## src/rtl/lpfd_pkg.sv

```systemverilog
// Shared types and constants of the length-prefixed frame deframer.
package lpfd_pkg;

    // Header layout and header checks.
    localparam logic [3:0]  HDR_LAST      = 4'd11;
    localparam logic [3:0]  TYPE_END      = 4'd4;
    localparam logic [3:0]  VERSION_END   = 4'd8;
    localparam logic [3:0]  LENGTH_END    = 4'd10;
    localparam logic [15:0] HDR_BYTES     = 16'd12;
    localparam logic [31:0] VERSION_MAIN  = 32'h0000_00D4;
    localparam logic [31:0] VERSION_ALT   = 32'h00D4_0000;
    localparam logic [31:0] TYPE_COMMAND  = 32'h434D_4E44;

    // Register reset values.
    localparam logic [15:0] MAX_FRAME_LEN_RST  = 16'd4160;
    localparam logic [15:0] CMD_KEEP_LIMIT_RST = 16'd4095;

    // Register indexes on the configuration port.
    localparam logic CFG_MAX_FRAME_LEN  = 1'b0;
    localparam logic CFG_CMD_KEEP_LIMIT = 1'b1;

    typedef enum logic [1:0] {
        EV_CMD_BYTE  = 2'd0,
        EV_BAD_LEN   = 2'd1,
        EV_VER_WARN  = 2'd2,
        EV_OTHER_END = 2'd3
    } lpfd_event_t;

    typedef struct packed {
        lpfd_event_t event_res;
        logic [7:0]  data_byte;
        logic        data_valid;
        logic        last;
    } lpfd_result_t;

endpackage

```

## src/rtl/length_prefixed_frame_deframer.sv

```systemverilog
// Length-prefixed frame deframer: header parser with per-byte results for command payloads.
//
//  Channel  Dir  Handshake           Payload
//  s_       in   s_tvalid/s_tready   s_tdata = rx_byte, s_tuser = restart
//  m_       out  m_tvalid/m_tready   m_tdata = data_byte, data_valid; m_tuser = event_res;
//                                    m_tlast = last
//  cfg_     in   cfg_valid/cfg_ready cfg_index = register, cfg_data = value
//
// One byte is taken per clock while s_tready is high; any result is registered as it is
// taken. A two-entry output buffer (output register plus skid register) lets the input
// take one more result-producing byte after the consumer stalls; s_tready drops
// while the skid register is full. Reset is synchronous on aresetn and clears the
// parser and restores the register defaults. cfg_ready is always high.
module length_prefixed_frame_deframer
    import lpfd_pkg::*;
(
    input  logic        aclk,
    input  logic        aresetn,
    input  logic        s_tvalid,
    output logic        s_tready,
    input  logic [7:0]  s_tdata,   // [7:0] rx_byte
    input  logic        s_tuser,   // [0] restart
    output logic        m_tvalid,
    input  logic        m_tready,
    output logic [15:0] m_tdata,   // [7:0] data_byte, [8] data_valid, [15:9] zero
    output logic [1:0]  m_tuser,   // [1:0] event_res
    output logic        m_tlast,
    input  logic        cfg_valid,
    output logic        cfg_ready,
    input  logic        cfg_index,
    input  logic [15:0] cfg_data
);

    logic [15:0]  max_frame_len_reg;
    logic [15:0]  cmd_keep_limit_reg;

    logic         in_payload_reg,    in_payload_next;
    logic [3:0]   header_count_reg,  header_count_next;
    logic [31:0]  frame_type_reg,    frame_type_next;
    logic [31:0]  frame_version_reg, frame_version_next;
    logic [15:0]  frame_length_reg,  frame_length_next;
    logic [15:0]  payload_count_reg, payload_count_next;

    logic         out_valid_reg;
    lpfd_result_t out_reg;
    logic         skid_valid_reg;
    lpfd_result_t skid_reg;

    logic         res_valid;
    lpfd_result_t res;
    logic         s_xfer;
    logic         m_xfer;
    logic         is_last;
    logic         keep;

    assign s_tready  = !skid_valid_reg;
    assign cfg_ready = 1'b1;
    assign s_xfer    = s_tvalid && s_tready;
    assign m_xfer    = out_valid_reg && m_tready;

    assign m_tvalid = out_valid_reg;
    assign m_tdata  = {7'd0, out_reg.data_valid, out_reg.data_byte};
    assign m_tuser  = out_reg.event_res;
    assign m_tlast  = out_reg.last;

    // Payload byte index plus one plus header size reaching the total length marks the end.
    assign is_last = ({1'b0, payload_count_reg} + {1'b0, HDR_BYTES} + 17'd1)
                     >= {1'b0, frame_length_reg};
    assign keep    = payload_count_reg < cmd_keep_limit_reg;

    always_comb begin
        in_payload_next    = in_payload_reg;
        header_count_next  = header_count_reg;
        frame_type_next    = frame_type_reg;
        frame_version_next = frame_version_reg;
        frame_length_next  = frame_length_reg;
        payload_count_next = payload_count_reg;
        res_valid          = 1'b0;
        res                = '0;

        if (s_tuser) begin
            in_payload_next    = 1'b0;
            header_count_next  = '0;
            frame_type_next    = '0;
            frame_version_next = '0;
            frame_length_next  = '0;
            payload_count_next = '0;
        end else if (!in_payload_reg) begin
            if (header_count_reg < TYPE_END) begin
                frame_type_next = {frame_type_reg[23:0], s_tdata};
            end else if (header_count_reg < VERSION_END) begin
                frame_version_next = {frame_version_reg[23:0], s_tdata};
            end else if (header_count_reg < LENGTH_END) begin
                frame_length_next = {frame_length_reg[7:0], s_tdata};
            end

            if (header_count_reg != HDR_LAST) begin
                header_count_next = header_count_reg + 4'd1;
            end else if (frame_length_reg <= HDR_BYTES
                         || frame_length_reg > max_frame_len_reg) begin
                in_payload_next    = 1'b0;
                header_count_next  = '0;
                frame_type_next    = '0;
                frame_version_next = '0;
                frame_length_next  = '0;
                payload_count_next = '0;
                res_valid          = 1'b1;
                res.event_res      = EV_BAD_LEN;
            end else begin
                header_count_next  = '0;
                in_payload_next    = 1'b1;
                payload_count_next = '0;
                if (frame_version_reg != VERSION_MAIN && frame_version_reg != VERSION_ALT) begin
                    res_valid     = 1'b1;
                    res.event_res = EV_VER_WARN;
                end
            end
        end else begin
            payload_count_next = payload_count_reg + 16'd1;
            if (is_last) begin
                in_payload_next    = 1'b0;
                payload_count_next = '0;
            end
            if (frame_type_reg == TYPE_COMMAND) begin
                res_valid      = 1'b1;
                res.event_res  = EV_CMD_BYTE;
                res.data_byte  = s_tdata;
                res.data_valid = keep;
                res.last       = is_last;
            end else if (is_last) begin
                res_valid     = 1'b1;
                res.event_res = EV_OTHER_END;
                res.last      = 1'b1;
            end
        end
    end

    always_ff @(posedge aclk) begin
        if (!aresetn) begin
            max_frame_len_reg  <= MAX_FRAME_LEN_RST;
            cmd_keep_limit_reg <= CMD_KEEP_LIMIT_RST;
        end else if (cfg_valid) begin
            case (cfg_index)
                CFG_MAX_FRAME_LEN:  max_frame_len_reg  <= cfg_data;
                CFG_CMD_KEEP_LIMIT: cmd_keep_limit_reg <= cfg_data;
                default: ;
            endcase
        end
    end

    always_ff @(posedge aclk) begin
        if (!aresetn) begin
            in_payload_reg    <= 1'b0;
            header_count_reg  <= '0;
            frame_type_reg    <= '0;
            frame_version_reg <= '0;
            frame_length_reg  <= '0;
            payload_count_reg <= '0;
        end else if (s_xfer) begin
            in_payload_reg    <= in_payload_next;
            header_count_reg  <= header_count_next;
            frame_type_reg    <= frame_type_next;
            frame_version_reg <= frame_version_next;
            frame_length_reg  <= frame_length_next;
            payload_count_reg <= payload_count_next;
        end
    end

    // Output register with a skid register behind it.
    always_ff @(posedge aclk) begin
        if (!aresetn) begin
            out_valid_reg  <= 1'b0;
            skid_valid_reg <= 1'b0;
        end else begin
            if (skid_valid_reg) begin
                if (m_xfer) begin
                    out_reg        <= skid_reg;
                    skid_valid_reg <= 1'b0;
                end
            end else if (s_xfer && res_valid) begin
                if (!out_valid_reg || m_xfer) begin
                    out_reg       <= res;
                    out_valid_reg <= 1'b1;
                end else begin
                    skid_reg       <= res;
                    skid_valid_reg <= 1'b1;
                end
            end else if (m_xfer) begin
                out_valid_reg <= 1'b0;
            end
        end
    end

`ifndef SYNTHESIS
    assert property (@(posedge aclk) disable iff (!aresetn)
        skid_valid_reg |-> out_valid_reg)
        else $error("skid register full while output register is empty");

    assert property (@(posedge aclk) disable iff (!aresetn)
        header_count_reg <= HDR_LAST)
        else $error("header byte count out of range");

    assert property (@(posedge aclk) disable iff (!aresetn)
        in_payload_reg |-> (header_count_reg == 4'd0))
        else $error("header count not cleared during payload");

    assert property (@(posedge aclk) disable iff (!aresetn)
        (s_xfer && s_tuser) |=> (!in_payload_reg && header_count_reg == 4'd0))
        else $error("restart did not clear the parser");

    assert property (@(posedge aclk) disable iff (!aresetn)
        (m_tvalid && m_tlast) |-> (m_tuser == EV_CMD_BYTE || m_tuser == EV_OTHER_END))
        else $error("last marked on a header event");
`endif

endmodule

```

## config.mk

```make
export PLATFORM = sky130hd
export DESIGN_NAME = length_prefixed_frame_deframer
export DESIGN_NICKNAME = d
export VERILOG_FILES = /design/src/rtl/lpfd_pkg.sv /design/src/rtl/length_prefixed_frame_deframer.sv
export SDC_FILE = /design/constraint.sdc
export NUM_CORES = 1
export LEC_CHECK = 0
export BUFFER_PORTS_ARGS = -buffer_cell sky130_fd_sc_hd__clkbuf_2
export CAP_MARGIN = 20
export CORE_UTILIZATION = 61
export CTS_CLUSTER_DIAMETER = 60
export DETAILED_ROUTE_END_ITERATION = 10
export GPL_TIMING_DRIVEN = 0
export HOLD_SLACK_MARGIN = 0.15
export PLACE_DENSITY = 0.9
export SYNTH_ARGS = -nofsm -noshare
export SYNTH_HDL_FRONTEND = slang
export SYNTH_SLANG_ARGS = --single-unit
```

## constraint.sdc

```tcl
create_clock -name aclk -period 4.2 [get_ports aclk]
set_input_delay 0.63 -clock aclk [delete_from_list [all_inputs] [get_ports aclk]]
set_output_delay 0.63 -clock aclk [all_outputs]
set_load 0.005 [all_outputs]
```

# [After elaboration in Yosys (flattened, before gate mapping)]
# Index checks and enable logic that the tools add are counted.
[op_classes] add_sub_neg=4 n_lt_le_gt_ge=7 reduce_logical=18 eq_ne=8 bitwise_logic=3 mux=58
[op_table] cell="two-way mux 32 bit" n=11
[op_table] cell="two-way mux 16 bit" n=11
[op_table] cell="two-way mux 12 bit" n=5
[op_table] cell="equality test 32 x 31 -> 1 bit, second input constant" n=1
[op_table] cell="inequality test 32 x 24 -> 1 bit, second input constant" n=1
[op_table] cell="inequality test 32 x 8 -> 1 bit, second input constant" n=1
[op_table] cell="two-way mux 1 bit" n=20
[op_table] cell="adder 16 x 4 -> 17 bit, second input constant" n=1
[op_table] cell="adder 17 x 1 -> 17 bit, second input constant" n=1
[op_table] cell=">= comparator 17 x 16 -> 1 bit" n=1
[op_table] cell="adder 16 x 1 -> 16 bit, second input constant" n=1
[op_table] cell="greater-than comparator 16 bit" n=1
[op_table] cell="<= comparator 16 x 4 -> 1 bit, second input constant" n=1
[op_table] cell="less-than comparator 16 bit" n=1
[op_table] cell="two-way mux 2 bit" n=6
[op_table] cell="two-way mux 4 bit" n=3
[op_table] cell="two-way mux 10 bit" n=1
[op_table] cell="two-way mux 9 bit" n=1
[op_table] cell="less-than comparator 4 bit, second input constant" n=2
[op_table] cell="AND reduction 2 bit" n=4
[op_table] cell="AND reduction 4 bit" n=2
[op_table] cell="nonzero test 2 bit" n=3
[op_table] cell="adder 4 x 1 -> 4 bit, second input constant" n=1
[op_table] cell="logical AND 1 bit" n=4
[op_table] cell="9 further kinds" n=14
[totals] out_inout_bits=22 wordCells=116 reg_bits=159 inputBits=31

# [Longest topological paths before layout]
[logic_depth] ltp_word=10 mapped_depth=16 mapped_depth_nobuf=14

# [Least setup slack after synthesis]
# Ideal clock, no wire load.
[synth_timing] path_kind="reg-to-reg" start="reg payload_count_reg[0]" end="reg out_reg, in the netlist m_tdata[0] (enable)" required_time_ns=3.814 n_path_buf=0 setup_ns=0.386 path_stages_with_launch=14 synth_period_minus_slack_ns=3.493 setup_slack_ns=0.707 arrival_time_ns=3.108 cell_sequence="dfxtp_1 > ha_1 > o31a_1 > nand4_1 > nor2_1 > xor2_1 > ha_1 > nand3_1 > nor3_1 > o311ai_1 > nand3_2 > nor2_1 > o221a_2 > o22ai_1"
[synth_via] elab_chain_len=10
[synth_lines] element="start: declaration" line_no="length_prefixed_frame_deframer.sv:42" rtl="logic [15:0] payload_count_reg, payload_count_next;"
[synth_lines] element="start signal: assignment" line_no="length_prefixed_frame_deframer.sv:165" rtl="payload_count_reg <= payload_count_next;"
[synth_lines] element="adder 16 x 4 -> 17 bit" line_no="length_prefixed_frame_deframer.sv:67" rtl="assign is_last = ({1'b0, payload_count_reg} + {1'b0, HDR_BYTES} + 17'd1)"
[synth_lines] element="adder 17 x 1 -> 17 bit" line_no="length_prefixed_frame_deframer.sv:67"
[synth_lines] element=">= comparator 17 x 16 -> 1 bit" line_no="length_prefixed_frame_deframer.sv:68" rtl=">= {1'b0, frame_length_reg};"
[synth_lines] element="two-way mux 1 bit" line_no="length_prefixed_frame_deframer.sv:130" rtl="end else if (is_last) begin"
[synth_lines] element="two-way mux 1 bit" line_no="length_prefixed_frame_deframer.sv:124" rtl="if (frame_type_reg == TYPE_COMMAND) begin"
[synth_lines] element="two-way mux 1 bit" line_no="length_prefixed_frame_deframer.sv:88" rtl="end else if (!in_payload_reg) begin"
[synth_lines] element="two-way mux 1 bit" line_no="length_prefixed_frame_deframer.sv:81" rtl="if (s_tuser) begin"
[synth_lines] element="logical AND 1 bit" line_no="length_prefixed_frame_deframer.sv:180" rtl="end else if (s_xfer && res_valid) begin"
[synth_lines] element="nonzero test 2 bit (no line)"
[synth_lines] element="AND reduction 4 bit (no line)"
[synth_lines] element="end signal: assignment" line_no="length_prefixed_frame_deframer.sv:177" rtl="out_reg <= skid_reg;"
[synth_lines] element="end signal: assignment" line_no="length_prefixed_frame_deframer.sv:182" rtl="out_reg <= res;"
[synth_lines] element="end: declaration" line_no="length_prefixed_frame_deframer.sv:45" rtl="lpfd_result_t out_reg;"
# No other way between the ends.
# A chain may end at the register's enable or synchronous reset.

# [Final worst setup path]
[layout_timing] start="reg payload_count_reg[0]" end="reg skid_reg[8] (netlist name) (enable)"
[layout_via] elab_chain_len=9
[layout_lines] element="adder 16 x 4 -> 17 bit" line_no="length_prefixed_frame_deframer.sv:67"
[layout_lines] element="adder 17 x 1 -> 17 bit" line_no="length_prefixed_frame_deframer.sv:67"
[layout_lines] element=">= comparator 17 x 16 -> 1 bit" line_no="length_prefixed_frame_deframer.sv:68"
[layout_lines] element="two-way mux 1 bit" line_no="length_prefixed_frame_deframer.sv:130"
[layout_lines] element="two-way mux 1 bit" line_no="length_prefixed_frame_deframer.sv:124"
[layout_lines] element="two-way mux 1 bit" line_no="length_prefixed_frame_deframer.sv:88"
[layout_lines] element="two-way mux 1 bit" line_no="length_prefixed_frame_deframer.sv:81"
[layout_lines] element="logical AND 1 bit" line_no="length_prefixed_frame_deframer.sv:180"
[layout_lines] element="AND reduction 4 bit (no line)"
[layout_lines] element="end signal: assignment" line_no="length_prefixed_frame_deframer.sv:185" rtl="skid_reg <= res;"
[layout_lines] element="end: declaration" line_no="length_prefixed_frame_deframer.sv:47" rtl="lpfd_result_t skid_reg;"
# No other way between the ends.

==> out/metrics.csv <==
metric,value,unit
global-route wire length before repair,31800,um
Synth area leader,dfxtp_1,
core area,12200,um2
clock slew at reported path FFs,0.06,ns
Clock Path Buffers,2,
I/O pin total,53,
fin area,8780,um2
Final Core Density,71.9,%
Routed Antenna Nets,0,
Starting Density,63.7,%
Yosys top cell area share,34.8,%
"delay-heaviest family, CP",simple AND/OR/NAND/NOR gates,
Worst R2R Setup Slack,0.33,ns
worst slew pin tran,0.793,ns
final worst slack,0.332,ns
count of state elements after synthesis,159,
Compound-Gate Fraction of Synth Area,21.2,%
post-synthesis sequential area ratio,44.0,%
static leakage,3.56,nW
Hold WC Path Type,input port to flip-flop,
TritonCTS buffer count,17,
Die ar.,13200,um2
pins over their slew limit,0,
placed cells,1075,
Detailed Route Iter0 Violations,925,
crit-path cells,ha_1 -> o31a_1 -> and2_4 -> nand4_1 -> xnor2_1 -> ha_1 -> nand2_1 -> nor3_1 -> o311ai_1 -> nand3_2 -> nor2_1 -> o21a_1 -> nor2_2,
Row Count,40,
RSZ-0062 raised after global routing,false,
Max Freq,259,MHz
Post-Syn Area,7770,um2
Slew Limit Headroom,47.0,%
Avg WL per Cell,18.0,um
Final Hold Fails,0,
total routed wirelength,19900,um
hold depth,3,
CP endpoint kind,flip-flop,
start of the worst register-to-register path,payload_count_reg[0],
Most common cell on crit path,ha_1,
setup violators final,0,
initial antenna violation count,0,
multi-input logic area,3900,um2
crit-path max FO,12,
Period minus WS final,3.87,ns
main combinational cell family by area after synthesis,compound AO/OA/AOI/OAI gates,
Post-Synth Adder-Cell Area,7.89,%
Setup CP Type,flip-flop to flip-flop,
Place WS,0.0685,ns
fill cell count,861,
Yosys warnings,0,
gr ovfl total,0,
residual DRC count,0,
routability cong.,0.920,
DR vias,6883,
async set-reset flop share out of synthesis,0,%
pwr dens,366,nW/um2
Die H,115,um
CP Data Arrival Time,3.94,ns
Register Area,3420,um2
slowest CP cell,nor2_2,
hold wc startpoint,cfg_data[15],
clk sinks,159,
Non-Filler Instances,1107,
crit-path max cell delay,0.52,ns
Synth Area in Simple Gates,17.4,%
nets@finish,1007,
CTS tree,done,
Tcrit/Tclk final,92.1,%
"most common cell after layout, fill and taps aside",dfxtp_1,
Register-to-Register Path Depth,13,
pin count of the biggest net entering global routing,17,
Max IR drop VDD,0.000291,V
hold slack,0.437,ns
ratio of cells with drive above 1 in the final layout,12.0,%
WP data required,4.27,ns
clk_skew,0.00864,ns
Post-CTS Setup Bufs,0,
Die W,115,um
hpwl dp,13800,um
vias in the first global route,6290,
post-synthesis xor/xnor area fraction,1.58,%
Port-buffer cells,42,
"top cells by area, synth","dfxtp_1, edfxtp_1, ha_1",
n_diodes,0,
reg2reg end,skid_reg[8],
synth unique cells,60,
status,finished clean,
Power Total,3.21,mW
max-cap violations,0,
setup_tns,0,ns
Cells after Synth,859,
vias per cell,6.22,
ys flop type,dfxtp_1,
Placed Area,8220,um2
GRT Util Overall,31.2,%
Clock Latency Late Sink,0.44,ns
number of synthesized flops with an enable pin,24,
DR pass1 iterations,6,
CP bufs+invs,0,
Setup crit start kind,flip-flop,
H-tree depth,4,
synthesized area per cell,9.05,um2
post-synthesis mux area share,1.71,%
"commonest cells after routing, fill and taps aside","dfxtp_1, nand2_1, inv_1",
Hold EP,cmd_keep_limit_reg[15],
Layout area overhead,13.0,%
Root Buffer,clkbuf_16,
-- Yosys cell counts (5+ instances only) --
cell type / count
nor4_1: 12
buf_2: 9
buf_4: 8
clkbuf_1: 36
xor2_1: 5
a2bb2oi_1: 30
o211ai_1: 15
dfxtp_1: 135
a32o_1: 17
ha_1: 49
o21ai_0: 41
nand2_1: 128
a21oi_1: 45
nand2b_1: 8
nor2_1: 44
edfxtp_1: 24
a21o_1: 10
a22o_1: 32
mux2_2: 10
nor4b_1: 6
nor2b_1: 5
and2_1: 6
inv_1: 54
nand3_1: 15
a31oi_1: 9
nor3_1: 10
o31ai_1: 5
nand4_1: 20
and3_1: 11
o21ai_1: 7
xnor2_1: 9
-- report_power, final --
part	internal (mW)	switching (mW)	leakage [nW]
Sequential	1.56	0.0113	1.28
Clock	0.798	0.664	0.275
Combinational	0.0603	0.115	2.01
-- area by class of cell --
cell class	count	share of cell area [%]
clock inverters	13	1.18
well taps	168	2.39
plain buffers	58	3.12
repair buffers	43	2.48
flip-flops and latches	159	39.0
inverters	54	2.31
multi-input cells	594	44.4
clock buffers	18	5.13
-- worst reg2reg max path: stages, from the launching register on --
cell	delay, ns
dfxtp_1	0.47
ha_1	0.35
o31a_1	0.25
and2_4	0.19
nand4_1	0.12
xnor2_1	0.17
ha_1	0.31
nand2_1	0.07
nor3_1	0.26
o311ai_1	0.22
nand3_2	0.23
nor2_1	0.10
o21a_1	0.25
nor2_2	0.52
-- how the worst max path moves through the flow --
| stage | from | end | slack, ns | depth (start not counted) |
|---|---|---|---|---|
| global placement | payload_count_reg[0] | m_tdata[8] | 0.13 | 13 |
| finish | payload_count_reg[0] | skid_reg[8] | 0.33 | 13 |
| global route | payload_count_reg[0] | skid_reg[3] | 0.17 | 13 |
| detailed placement | payload_count_reg[0] | m_tdata[5] | 0.07 | 13 |
| CTS | payload_count_reg[0] | m_tdata[7] | 0.04 | 13 |
| floorplan | payload_count_reg[0] | m_tdata[0] | 0.71 | 13 |
-- per-layer routing --
metal	share of wire, %	GRT usage [%]	routed length (um)	up-vias
met1	41	39.3	8150	3222
li1	-	-	-	3239
met5	0	0	0	-
met2	47	51.4	9310	369
met4	3.0	13.5	597	0
met3	9.2	7.17	1830	53
-- cell families (layout without fill, tap and decap cells) --
family / after synthesis / in the layout
AND/OR/NAND/NOR: 280 / 280
XOR/XNOR: 14 / 14
buffers and inverters: 112 / 186
AO/OA/AOI/OAI: 231 / 231
multiplexers: 12 / 12
flip-flops: 159 / 159
adder cells (fa/ha/maj): 49 / 49
other: 2 / 8
-- repair_timing --
item                       CTS  global route
setup endpoints to repair    0            12
gates resized for setup      0             1
hold buffers                 0             0
(Power assumes the default switching activity.)
